## config.mk

```make
export PLATFORM = sky130hd
export DESIGN_NAME = tlv_record_sequence_validator_top
export DESIGN_NICKNAME = d
export VERILOG_FILES = /design/src/rtl/tlvsv_pkg.sv /design/src/rtl/tlv_record_sequence_validator_top.sv
export SDC_FILE = /design/constraint.sdc
export NUM_CORES = 1
export LEC_CHECK = 0
export ABC_AREA = 1
export BUFFER_PORTS_ARGS = -buffer_cell sky130_fd_sc_hd__buf_4
export CAP_MARGIN = 40
export CORE_MARGIN = 4
export CORE_UTILIZATION = 55
export CTS_CLUSTER_SIZE = 40
export DETAILED_ROUTE_END_ITERATION = 8
export MAX_ROUTING_LAYER = met4
export PLACE_DENSITY = 0.72
export SYNTH_ARGS = -nofsm -noshare
export SYNTH_HDL_FRONTEND = slang
export SYNTH_SLANG_ARGS = --single-unit
```

## constraint.sdc

```tcl
create_clock -name clk -period 3.3 [get_ports clk]
set_clock_uncertainty 0.2 [all_clocks]
set_input_delay 0.33 -clock clk [delete_from_list [all_inputs] [get_ports clk]]
set_output_delay 0.33 -clock clk [all_outputs]
set_load 0.02 [all_outputs]
```

## src/rtl/tlvsv_pkg.sv

```systemverilog
`timescale 1ns / 1ps
// Shared types and constants for the TLV record sequence validator.
// No dependencies; imported by the top level and its checker.
package tlvsv_pkg;

    localparam int BYTE_W     = 8;
    localparam int TDATA_IN_W = 8;
    localparam int TDATA_OUT_W = 8;
    localparam int STATUS_W   = 3;
    localparam int CFG_IDX_W  = 1;
    localparam int CFG_DATA_W = 16;
    localparam int HALF_W     = 16;
    localparam int WORD_W     = 32;
    localparam int POS_W      = 3;

    // Register indexes on the configuration channel
    localparam logic [CFG_IDX_W-1:0] REG_EXPECTED_VERSION = 1'd0;
    localparam logic [CFG_IDX_W-1:0] REG_MAX_TAG          = 1'd1;

    // Reset values of the configuration registers
    localparam logic [HALF_W-1:0] EXPECTED_VERSION_RST = 16'd1;
    localparam logic [HALF_W-1:0] MAX_TAG_RST          = 16'd23;

    // Header byte positions
    localparam logic [POS_W-1:0] MSG_HDR_LAST_POS = 3'd3;
    localparam logic [POS_W-1:0] TAG_LAST_POS     = 3'd1;
    localparam logic [POS_W-1:0] REC_HDR_LAST_POS = 3'd5;

    typedef enum logic [STATUS_W-1:0] {
        ST_OK          = 3'd0,
        ST_TRUNCATED   = 3'd1,
        ST_INVALID     = 3'd2,
        ST_UNKNOWN_TAG = 3'd3,
        ST_TRAILING    = 3'd4
    } status_t;

    typedef enum logic [3:0] {
        PH_HEADER = 4'b0001,
        PH_RECHDR = 4'b0010,
        PH_BODY   = 4'b0100,
        PH_DONE   = 4'b1000
    } phase_t;

endpackage

```

## src/rtl/tlv_record_sequence_validator_top.sv

```systemverilog
`timescale 1ns / 1ps
// TLV record sequence validator: one byte per request, one status per message.
// Depends on tlvsv_pkg.
//
// A final byte's status goes from the byte stage to the output register. Throughput:
// one byte per cycle unless a final byte waits; the parser step is one registered pass.
// The output register frees its slot on the same edge it hands a status over.
// Reset: rst_n clears all parser state, the byte stage and the output valid,
// and loads expected_version = 1 and max_tag = 23.
module tlv_record_sequence_validator_top (
    input  logic                                clk,
    input  logic                                rst_n,
    // byte input stream
    input  logic                                s_axis_tvalid,
    output logic                                s_axis_tready,
    input  logic [tlvsv_pkg::TDATA_IN_W-1:0]    s_axis_tdata,  // [7:0] byte_value
    input  logic                                s_axis_tlast,  // last_byte
    // status output stream
    output logic                                m_axis_tvalid,
    input  logic                                m_axis_tready,
    output logic [tlvsv_pkg::TDATA_OUT_W-1:0]   m_axis_tdata,  // [2:0] status, [7:3] zero
    // configuration writes
    input  logic                                cfg_valid,
    output logic                                cfg_ready,
    input  logic [tlvsv_pkg::CFG_IDX_W-1:0]     cfg_index,
    input  logic [tlvsv_pkg::CFG_DATA_W-1:0]    cfg_data
);
    import tlvsv_pkg::*;

    // Configuration registers
    logic [HALF_W-1:0] exp_version_reg;
    logic [HALF_W-1:0] max_tag_reg;

    // Byte stage
    logic              in_valid_reg;
    logic [BYTE_W-1:0] in_byte_reg;
    logic              in_last_reg;

    // Parser state
    phase_t            phase_reg,       phase_next;
    logic [POS_W-1:0]  byte_pos_reg,    byte_pos_next;
    logic [HALF_W-1:0] records_left_reg, records_left_next;
    logic [HALF_W-1:0] prev_tag_reg,    prev_tag_next;
    logic [WORD_W-1:0] field_shift_reg, field_shift_next;
    logic [WORD_W-1:0] body_left_reg,   body_left_next;
    status_t           error_reg,       error_next;

    // Output register
    logic              out_valid_reg;
    status_t           out_status_reg;

    logic              out_free;
    logic              proc_fire;
    status_t           status_calc;
    logic [HALF_W-1:0] tag;
    logic [HALF_W-1:0] rec_dec;
    logic [WORD_W-1:0] body_dec;

    // Configuration is always taken; the user changes it only while idle (unenforced).
    assign cfg_ready = 1'b1;

    // A byte that ends a message needs the output slot; other bytes never wait.
    assign out_free      = !out_valid_reg || m_axis_tready;
    assign proc_fire     = in_valid_reg && (!in_last_reg || out_free);
    assign s_axis_tready = !in_valid_reg || proc_fire;

    assign m_axis_tvalid = out_valid_reg;
    assign m_axis_tdata  = {{(TDATA_OUT_W-STATUS_W){1'b0}}, out_status_reg};

    always_ff @(posedge clk or negedge rst_n)
    begin
        if (!rst_n)
        begin
            exp_version_reg <= EXPECTED_VERSION_RST;
            max_tag_reg     <= MAX_TAG_RST;
        end
        else if (cfg_valid && cfg_ready)
        begin
            unique case (cfg_index)
                REG_EXPECTED_VERSION: exp_version_reg <= cfg_data;
                REG_MAX_TAG:          max_tag_reg     <= cfg_data;
                default:              ;
            endcase
        end
    end

    // Hold the byte stage while a final byte waits for the output slot.
    always_ff @(posedge clk or negedge rst_n)
    begin
        if (!rst_n)
        begin
            in_valid_reg <= 1'b0;
            in_byte_reg  <= '0;
            in_last_reg  <= 1'b0;
        end
        else if (s_axis_tready)
        begin
            in_valid_reg <= s_axis_tvalid;
            in_byte_reg  <= s_axis_tdata[BYTE_W-1:0];
            in_last_reg  <= s_axis_tlast;
        end
    end

    // One parser step for the byte held in the stage.
    always_comb
    begin
        field_shift_next  = {field_shift_reg[WORD_W-BYTE_W-1:0], in_byte_reg};
        phase_next        = phase_reg;
        byte_pos_next     = byte_pos_reg;
        records_left_next = records_left_reg;
        prev_tag_next     = prev_tag_reg;
        body_left_next    = body_left_reg;
        error_next        = error_reg;
        tag               = field_shift_next[HALF_W-1:0];
        rec_dec           = records_left_reg - 1'b1;
        body_dec          = body_left_reg - 1'b1;

        unique case (phase_reg)
            PH_HEADER:
            begin
                if (byte_pos_reg >= MSG_HDR_LAST_POS)
                begin
                    if (field_shift_next[WORD_W-1:HALF_W] != exp_version_reg)
                    begin
                        error_next = ST_INVALID;
                        phase_next = PH_DONE;
                    end
                    else
                    begin
                        records_left_next = field_shift_next[HALF_W-1:0];
                        byte_pos_next     = '0;
                        phase_next = (field_shift_next[HALF_W-1:0] == '0) ? PH_DONE
                                                                          : PH_RECHDR;
                    end
                end
                else
                begin
                    byte_pos_next = byte_pos_reg + 1'b1;
                end
            end
            PH_RECHDR:
            begin
                // Tag check lands on the second header byte; unknown wins over order.
                if (byte_pos_reg == TAG_LAST_POS)
                begin
                    if (tag == '0 || tag > max_tag_reg)
                        error_next = ST_UNKNOWN_TAG;
                    else if (tag <= prev_tag_reg)
                        error_next = ST_INVALID;
                    else
                        prev_tag_next = tag;
                end
                if (byte_pos_reg >= REC_HDR_LAST_POS)
                begin
                    if (error_reg != ST_OK)
                    begin
                        phase_next = PH_DONE;
                    end
                    else if (field_shift_next == '0)
                    begin
                        // Empty body: the record ends here.
                        records_left_next = rec_dec;
                        byte_pos_next     = '0;
                        phase_next = (rec_dec == '0) ? PH_DONE : PH_RECHDR;
                    end
                    else
                    begin
                        body_left_next = field_shift_next;
                        phase_next     = PH_BODY;
                    end
                end
                else
                begin
                    byte_pos_next = byte_pos_reg + 1'b1;
                end
            end
            PH_BODY:
            begin
                body_left_next = body_dec;
                if (body_dec == '0)
                begin
                    records_left_next = rec_dec;
                    byte_pos_next     = '0;
                    phase_next = (rec_dec == '0) ? PH_DONE : PH_RECHDR;
                end
            end
            PH_DONE:
            begin
                if (error_reg == ST_OK)
                    error_next = ST_TRAILING;
            end
            default:
            begin
                phase_next = PH_DONE;
            end
        endcase

        // Ending before the parser reaches its done phase is a truncation.
        status_calc = (phase_next == PH_DONE) ? error_next : ST_TRUNCATED;
    end

    // Advance parser state; drop back to the message header after a final byte.
    always_ff @(posedge clk or negedge rst_n)
    begin
        if (!rst_n)
        begin
            phase_reg        <= PH_HEADER;
            byte_pos_reg     <= '0;
            records_left_reg <= '0;
            prev_tag_reg     <= '0;
            field_shift_reg  <= '0;
            body_left_reg    <= '0;
            error_reg        <= ST_OK;
        end
        else if (proc_fire)
        begin
            if (in_last_reg)
            begin
                phase_reg        <= PH_HEADER;
                byte_pos_reg     <= '0;
                records_left_reg <= '0;
                prev_tag_reg     <= '0;
                field_shift_reg  <= '0;
                body_left_reg    <= '0;
                error_reg        <= ST_OK;
            end
            else
            begin
                phase_reg        <= phase_next;
                byte_pos_reg     <= byte_pos_next;
                records_left_reg <= records_left_next;
                prev_tag_reg     <= prev_tag_next;
                field_shift_reg  <= field_shift_next;
                body_left_reg    <= body_left_next;
                error_reg        <= error_next;
            end
        end
    end

    // Output register: load on a final byte, clear once the status is taken.
    always_ff @(posedge clk or negedge rst_n)
    begin
        if (!rst_n)
        begin
            out_valid_reg  <= 1'b0;
            out_status_reg <= ST_OK;
        end
        else if (proc_fire && in_last_reg)
        begin
            out_valid_reg  <= 1'b1;
            out_status_reg <= status_calc;
        end
        else if (m_axis_tready)
        begin
            out_valid_reg <= 1'b0;
        end
    end

endmodule

```

# [Yosys cells after proc, flatten, opt, wreduce, memory -nomap -nowiden]
# Index checks and enable logic that the tools add are counted.
[word_totals] register_bits=144 inputBits=31 wordCells=115 output_inout_bits=11
[classes] n_bitwise=1 reduce_logical=26 addsub=3 n_eq_ne=19 n_mux=48 magnitude_cmp=4
[op_table] cell="2-to-1 mux 16 bit" count=12
[op_table] cell="2-to-1 mux 32 bit" count=4
[op_table] cell="logical NOT 32 bit" count=2
[op_table] cell="case mux 32 bit (2 select lines)" count=1
[op_table] cell="case mux 16 bit (3 select lines)" count=1
[op_table] cell="2-to-1 mux 3 bit" count=15
[op_table] cell="2-to-1 mux 4 bit" count=9
[op_table] cell="logical NOT 16 bit" count=2
[op_table] cell="subtractor 32 x 1 -> 32 bit, second input constant" count=1
[op_table] cell="2-to-1 mux 24 bit" count=1
[op_table] cell="!= test 3 bit, second input constant" count=7
[op_table] cell="case mux 3 bit (3 select lines)" count=2
[op_table] cell="> comparator 16 bit" count=1
[op_table] cell="<= comparator 16 bit" count=1
[op_table] cell="!= test 16 bit" count=1
[op_table] cell="case mux 4 bit (4 select lines)" count=1
[op_table] cell="subtractor 16 x 1 -> 16 bit, second input constant" count=1
[op_table] cell="!= test 4 bit, second input constant" count=3
[op_table] cell="AND reduction 5 bit" count=2
[op_table] cell="== test 4 bit, second input constant" count=2
[op_table] cell="AND reduction 8 bit" count=1
[op_table] cell="AND reduction 6 bit" count=1
[op_table] cell="nonzero test 2 bit" count=3
[op_table] cell="nonzero test 3 bit" count=2
[op_table] cell="other kinds (16)" count=25

# [Logic depth before layout (Yosys ltp)]
# Gate-level depths: netlist (run 1).
[logic_depth] depth_word=9 ltp_mapped=17

# [Least setup slack after synthesis (run 1)]
# Ideal clock, no wire load.
[synth_timing] path_kind="register to register" startpoint="register body_left_reg[0]" endpoint="register records_left_reg[6]" path_stages_with_launch=17 t_arrival_ns=2.141 setup_slack_ns=0.842 period_less_slack_ns=2.458 setup_ns=0.117 n_path_buf=1 path_cell_list="dfrtp_1 -> inv_1 -> ha_1 -> nand2_2 -> nor2_4 -> nand3_1 -> nand2_1 -> nand2_1 -> nor2_1 -> nand3_1 -> nor2_1 -> nand3_2 -> nand3_2 -> nand3_4 -> buf_6 -> nand2_1 -> nand2_1"
[synth_between] elab_chain_cells=4
[synth_rtl] element="from (decl)" line="tlv_record_sequence_validator_top.sv:45" text="logic [WORD_W-1:0] body_left_reg, body_left_next;"
[synth_rtl] element="from (signal assigned)" line="tlv_record_sequence_validator_top.sv:234" text="body_left_reg <= body_left_next;"
[synth_rtl] element="subtractor 32 x 1 -> 32 bit" line="tlv_record_sequence_validator_top.sv:116" text="body_dec = body_left_reg - 1'b1;"
[synth_rtl] element="logical NOT 32 bit" line="tlv_record_sequence_validator_top.sv:180" text="if (body_dec == '0)"
[synth_rtl] element="!= test 3 bit (no line)"
[synth_rtl] element="AND reduction 8 bit (no line)"
[synth_rtl] element="to (signal assigned)" line="tlv_record_sequence_validator_top.sv:231" text="records_left_reg <= records_left_next;"
[synth_rtl] element="to (decl)" line="tlv_record_sequence_validator_top.sv:42" text="logic [HALF_W-1:0] records_left_reg, records_left_next;"
# Every way passes these cells.
# A chain may end at the register's enable or synchronous reset.

# [Worst setup path after layout (run 1)]
[layout_timing] startpoint="register max_tag_reg[1]" endpoint="register prev_tag_reg[5]"
[layout_between] elab_chain_cells=4
[layout_rtl] element="from (decl)" line="tlv_record_sequence_validator_top.sv:32" text="logic [HALF_W-1:0] max_tag_reg;"
[layout_rtl] element="from (signal assigned)" line="tlv_record_sequence_validator_top.sv:81" text="REG_MAX_TAG: max_tag_reg <= cfg_data;"
[layout_rtl] element="> comparator 16 bit" line="tlv_record_sequence_validator_top.sv:146" text="if (tag == '0 || tag > max_tag_reg)"
[layout_rtl] element="logical OR 1 bit" line="tlv_record_sequence_validator_top.sv:146"
[layout_rtl] element="!= test 2 bit (no line)"
[layout_rtl] element="AND reduction 5 bit (no line)"
[layout_rtl] element="to (signal assigned)" line="tlv_record_sequence_validator_top.sv:232" text="prev_tag_reg <= prev_tag_next;"
[layout_rtl] element="to (decl)" line="tlv_record_sequence_validator_top.sv:43" text="logic [HALF_W-1:0] prev_tag_reg, prev_tag_next;"
# Every way passes these cells.

==> results of run 1 <==
-- power groups by stage --
| stage | Combinational (uW) | Sequential [uW] | Clock (uW) |
|---|---|---|---|
| floorplan | 1950 | 2270 | 0 |
| global route | 3000 | 2360 | 2140 |
| CTS | 2600 | 2310 | 2060 |
| global placement | 2530 | 2340 | 0 |
| detailed placement | 2560 | 2340 | 0 |
| finish | 2630 | 2320 | 2040 |
-- final cells by class --
type	count	area share, %
sequential	144	33.5
inverter	187	6.51
tap	220	2.55
clock buffer	17	3.95
timing repair buffer	84	6.63
clock inverter	15	1.73
multi-input combinational	969	45.1
-- through the flow --
step	util [%]	setup slack [ns]	instance area, um2	total power [uW]	hold slack (ns)
finish	64.8	0.358	10800	6990	0.00268
global placement	59.5	0.442	9900	4870	0.155
detailed placement	59.5	0.381	9900	4900	0.163
floorplan	-	0.842	9390	4220	-0.166
CTS	64.8	0.374	10800	6980	0.00181
global route	64.8	0.0459	10800	7500	0.0123
-- cell usage after synthesis (2+ instances only) --
master    instances
nand2_1         371
inv_1           184
nor2_1          159
dfrtp_1         138
o21ai_0         121
nand3_1          60
nand4_1          43
ha_1             39
a21oi_1          32
clkbuf_1         27
o211ai_1         21
o22ai_1          20
xnor2_1          18
nor2_2           11
o21ai_1          11
nand2_2           8
buf_4             7
nor3_1            7
dfstp_2           6
nor2_4            6
nor4_1            5
xor2_1            5
buf_2             4
nand3b_1          4
a211oi_1          3
buf_6             3
nand3_2           3
o31ai_1           3
a21boi_0          2
buf_1             2
clkinv_1          2
conb_1            2
nor3_4            2
o221ai_1          2
or2_2             2
-- worst min path at each step --
stage | start | to | slack (ns) | cells past startpoint
floorplan | rst_n | body_left_reg[0]$_DFFE_PN0P_ | -0.17 | 0
global placement | rst_n | body_left_reg[29]$_DFFE_PN0P_ | 0.16 | 1
detailed placement | rst_n | body_left_reg[29]$_DFFE_PN0P_ | 0.16 | 1
CTS | cfg_data[8] | exp_version_reg[8]$_DFFE_PN0P_ | 0.002 | 3
global route | cfg_data[8] | exp_version_reg[8]$_DFFE_PN0P_ | 0.01 | 3
finish | cfg_data[8] | exp_version_reg[8]$_DFFE_PN0P_ | 0.003 | 3
-- routing by layer --
layer  part of all wire [%]  vias to the layer above  track usage (%)  routed length, um
li1                       -                     4454                -                  -
met1                     45                     4220             39.7              12000
met2                     46                      305             44.5              12200
met3                    6.3                       50             4.76               1670
met4                    2.3                        0             7.70                596
met5                      0                        -                -                  0
-- tightest hold or removal path: cells and delay by family --
family / cells / cell delay (ns)
buf+inv: 2 / 0.12
compound gates: 1 / 0.14
-- cell families after synthesis --
kind of cell    count (synthesis)
simple gates                  684
buf+inv                       230
compound gates                217
flops                         144
fa+ha+maj                      39
xor+xnor                       23
other cells                     2
-- timing repair --
action / 4_1_cts / 5_1_grt
gates resized for setup: 0 / 1
hold buffers: 27 / 0
endpoints found under the hold margin: 96 / 0
setup endpoints to repair: 0 / 4
==> run metrics, run 1 <==
worst skew pair latency=between 0.4 and 0.5 ns; Max-cap violations=0; Leak=approximately 0.0056 uW; # DRC=0; CTS tree=done; Compound-Gate Fraction of Synth Area=between 10% and 20%; main combinational cell family by area after synthesis=simple AND/OR/NAND/NOR gates; Worst EP required=between 3 and 4 ns; CP top delay family=compound AO/OA/AOI/OAI gates; CTS Sinks=roughly 140; Pint=4090 uW; first-pass GRT wire length=around 44 mm; Top cell by count, worst path=nand2_1; final setup TNS=0 ns; most frequent cells in the layout=nand2_1, inv_1, nor2_1; Net Switching=between 2000 and 3000 uW; pwr/cell area=approximately 650 mW/mm2; routed vias/inst=roughly 5.5; area occupied by multi-input gates=between 0.004 and 0.005 mm2; grt total ovfl=0; Cell Rows=47; most area-hungry cell type in the Yosys netlist=dfrtp_1; post-synthesis xor/xnor area fraction=2.15%; gr usage total=between 20% and 30%; Layout area overhead=15.0%; Critical Path End Type=flop; Max Root-Sink Buffers=2; mux contribution to synthesized area=0%; post-route clock period utilization=between 80 and 90%; leading cell type in the layout, fill and taps excluded=nand2_1; Placed Cells=approximately 1600; Starting Density=between 50% and 60%; initial antenna violation count=0; crit path from=max_tag_reg[1]$_DFFE_PN1P_; max-slew violations=0; pin count of the biggest net entering global routing=64; Worst path max stage delay=between 0.5 and 0.6 ns; EDFF count, synth=0; Final GP Congestion=about 0.96; Top FF cell, synth=dfrtp_1; post-route ant nets=0; Largest register FFs=32; Net Sw Frac=41.5%; post-route insts no fill=between 1500 and 2000; vias in the first global route=between 8000 and 9000; crit path kind=flop to flop; RSZ-0062 raised after global routing=false; routed via count=between 9000 and 10000; post-synthesis sequential area ratio=between 30% and 40%; Synth Cell Area=~0.0094 mm2; Max IR drop VDD=0.389 mV; FF-to-FF setup slack=between 0.3 and 0.4 ns; Fillers=between 1000 and 1500; outcome=complete, no violations; die extent in x=between 100 and 150 um; Critical Path Stages=14; Synth warnings=0; n_diodes=0; Worst Path Arrival=approximately 3.0 ns; Async SR Flop Fraction=100%; Final min period=2.94 ns; Yosys reg bits=144; Comb power frac=between 30% and 40%; clk root buf=clkbuf_16; core area=~0.017 mm2; register area=0.00361 mm2; fraction of layout cells with a size suffix above 1=a little under a tenth; Max-slew headroom=between 40% and 50%; top cells by area, synth=dfrtp_1, nand2_1, inv_1; Setup crit start kind=flop; Worst Max-Slew Pin Slew=0.877 ns; worst path bufs/invs=2; # H-tree levels=4; CP max-delay cell=dfstp_2; Mapped Avg Cell Area=7.00 um2; Reg2Reg Depth=14; Die Y=approximately 140 um; I/O Pins=42; CTS Buf Count=17; clock transition at the registers of the reported paths=0.07 ns; post-DP HPWL=around 20 mm; Final #Nets=approximately 1500; CP cell instances=inv_1 -> ha_1 -> a21oi_1 -> o21ai_0 -> nand2_1 -> nand3_1 -> nand2_1 -> nand2_1 -> a21boi_0 -> nand2_1 -> o21ai_1 -> inv_1 -> nand2_1 -> o21ai_0; sequential power share=between 30% and 40%; final setup fails=0; wire length per cell=about 16 um; top-area cell type share of the netlist area=between 30% and 40%; Cell variety after synth=about 40; Adder-Cell Fraction of Synth Area=around 5.2%; f_max=about 340 MHz; synthesized instance count=1339; post-synthesis simple-gate area fraction=between 30% and 40%; die area=just under 0.02 mm2; drt first-iter violations=about 830; CP max FO=11; IO Port Bufs=35; post-CTS setup buffers=0; reg2reg end=prev_tag_reg[5]$_DFFE_PN0P_; min-delay worst type=primary input to flop; final hold viol count=0; Clock power frac=between 20% and 30%; reg2reg start=max_tag_reg[1]$_DFFE_PN1P_; drt total wl=around 26 mm; Initial DRT Pass Iterations=5; worst setup path end=prev_tag_reg[5]$_DFFE_PN0P_
Note: power is estimated with default switching activity, not from simulation.
==> run 2: changes to the inputs <==
==> constraint.sdc (replaced) <==
create_clock -name clk -period 3.3 [get_ports clk]
set_clock_uncertainty 0.2 [all_clocks]
set_input_delay 0.495 -clock clk [delete_from_list [all_inputs] [get_ports clk]]
set_output_delay 0.495 -clock clk [all_outputs]
set_load 0.02 [all_outputs]
==> run metrics, run 2 (same netlist as run 1, synthesis figures left out) <==
outcome=complete, no violations; sequential power share=33.4% (+0.2 points); Clock power frac=28.6% (-0.6 points); Largest register FFs=32 (unchanged); IO Port Bufs=35 (unchanged); post-DP HPWL=19.7 mm (-0.91%); Worst EP required=3.40 ns (about the same); routed via count=8905 (-1.4%); worst skew pair latency=0.43 ns (about the same); core area=0.0166 mm2 (unchanged); register area=0.00361 mm2 (unchanged); Layout area overhead=12.2%; Setup crit start kind=flop; Worst path max stage delay=0.53 ns (about the same); f_max=331 MHz (-2.7%); I/O Pins=42 (unchanged); most frequent cells in the layout=nand2_1, inv_1, nor2_1; wire length per cell=16.1 um (-0.82%); Top cell by count, worst path=nand2_1; Pint=4010 uW (-1.8%); crit path kind=flop to flop; Final min period=3.02 ns (+0.0810 ns); drt first-iter violations=860 (+3.2%); CTS tree=done; Worst Max-Slew Pin Slew=0.875 ns (-0.00205 ns); fraction of layout cells with a size suffix above 1=9.69% (+0.37 points); Max-cap violations=0 (unchanged); area occupied by multi-input gates=0.00487 mm2 (unchanged); clk root buf=clkbuf_16; Worst Path Arrival=3.12 ns (+0.08 ns); CTS Sinks=144 (unchanged); routed vias/inst=5.52 (about the same); hold path depth=2 (-1); die area=0.0192 mm2 (unchanged); Leak=0.00545 uW (-1.9%); Max-slew headroom=41.5% (+0.14 points); post-route ant nets=0 (unchanged); Starting Density=56.3% (unchanged); reg2reg start=max_tag_reg[1]$_DFFE_PN1P_; grt total ovfl=0 (unchanged); Initial DRT Pass Iterations=6 (+1); CP cell instances=inv_1 -> ha_1 -> a21oi_1 -> o21ai_0 -> nand2_1 -> nand3_1 -> nand2_1 -> nand2_1 -> a21boi_0 -> nand2_1 -> o21ai_1 -> inv_1 -> nand2_1 -> o21ai_0; Max IR drop VDD=0.420 mV (+8.1%); Reg2Reg Depth=14 (unchanged); Overall Power=6920 uW (-0.95%); final hold viol count=0 (unchanged); Placed Cells=1580 (+0.19%); Die Y=139 um (unchanged); reg2reg end=prev_tag_reg[5]$_DFFE_PN0P_; clock transition at the registers of the reported paths=0.06 ns (about the same); post-CTS setup buffers=0 (unchanged); vias in the first global route=8345 (-3.1%); FF-to-FF setup slack=0.28 ns (-0.08 ns); Final #Nets=1450 (-1.6%); n_diodes=0 (unchanged); post-route insts no fill=1613 (-1.4%); pre-CTS setup slack=0.312 ns (-0.0691 ns); Comb power frac=38.0% (+0.4 points); # DRC=0 (unchanged); Net Switching=2910 uW (+0.29%); pin count of the biggest net entering global routing=76 (+19%); CTS Buf Count=17 (unchanged); # H-tree levels=4 (unchanged); Cell Rows=47 (unchanged); gr usage total=28.2% (-0.59 points); final setup fails=0 (unchanged); Critical Path End Type=flop; Final GP Congestion=0.960 (+0.25%); hold path endpoint=m_axis_tvalid$_DFFE_PN0P_; Hold Path Origin=m_axis_tready; drt total wl=25.9 mm (-2.2%); die extent in x=139 um (unchanged); final setup TNS=0 ns (unchanged); Max Root-Sink Buffers=2 (unchanged); final worst slack=0.277 ns (-0.0810 ns); CP max FO=11 (unchanged); first-pass GRT wire length=42.8 mm (-2.1%); max-slew violations=0 (unchanged); CP max-delay cell=dfstp_2; leading cell type in the layout, fill and taps excluded=nand2_1; initial antenna violation count=0 (unchanged); Net Sw Frac=42.1% (+0.52 points); post-route clock period utilization=91.6% (+2.5 points); min-delay worst type=primary input to flop; Fillers=1535 (+3.3%); pwr/cell area=658 mW/mm2 (+1.5%); RSZ-0062 raised after global routing=false
==> run 2: power by group through the flow <==
stage,logic (uW),registers [uW],clock network [uW]
floorplan,1950,2270,0
global placement,2530,2330,0
detailed placement,2580,2330,0
CTS,2600,2300,2010
global route,2970,2350,2090
finish,2630,2310,1980
==> run 2: final cells by class <==
type,count,area share [%]
Multi-Input combinational cell,969,46.3
Sequential cell,144,34.3
Inverter,187,6.67
Timing Repair Buffer,61,4.41
Clock buffer,18,4.17
Tap cell,220,2.62
Clock inverter,14,1.55
==> run 2: worst max path at each step <==
stage / start / endpoint / slack, ns
2_1_floorplan: body_left_reg[0]$_DFFE_PN0P_ / records_left_reg[6]$_DFFE_PN0P_ / 0.84
3_3_place_gp: max_tag_reg[1]$_DFFE_PN1P_ / prev_tag_reg[5]$_DFFE_PN0P_ / 0.32
3_5_place_dp: body_left_reg[0]$_DFFE_PN0P_ / records_left_reg[3]$_DFFE_PN0P_ / 0.31
4_1_cts: body_left_reg[0]$_DFFE_PN0P_ / records_left_reg[3]$_DFFE_PN0P_ / 0.30
5_1_grt: body_left_reg[0]$_DFFE_PN0P_ / records_left_reg[8]$_DFFE_PN0P_ / 0.02
6_report: max_tag_reg[1]$_DFFE_PN1P_ / prev_tag_reg[5]$_DFFE_PN0P_ / 0.28
==> run 2: timing repair <==
item                                   CTS  global route
endpoints found under the hold margin   71             0
setup endpoints to repair                0            16
hold buffers                             1             0
gates resized for setup                  0             1
==> run 2: metrics by stage <==
step | util [%] | hold slack, ns | area [um2]
after floorplan | - | -0.000591 | 9390
after global placement | 59.5 | 0.266 | 9910
after detailed placement | 59.5 | 0.269 | 9910
after CTS | 63.2 | 0.0545 | 10500
after global routing | 63.2 | 0.0622 | 10500
final | 63.2 | 0.0587 | 10500
==> run 2: metal layers <==
layer	GRT usage, %	vias to the layer above	part of all wire (%)
met1	40.2	4172	46
met3	4.69	44	6.3
li1	-	4398	-
met4	7.12	0	2.0
met2	42.2	291	45
met5	-	-	0
==> run 2: critical path, delay by kind of cell (launching register included) <==
kind	cells	cell delay (ns)
AOI/OAI and AO/OA	5	1.08
and+or+nand+nor	6	0.47
adders and majority gates	1	0.30
DFF	1	0.53
buffers and inverters	2	0.29
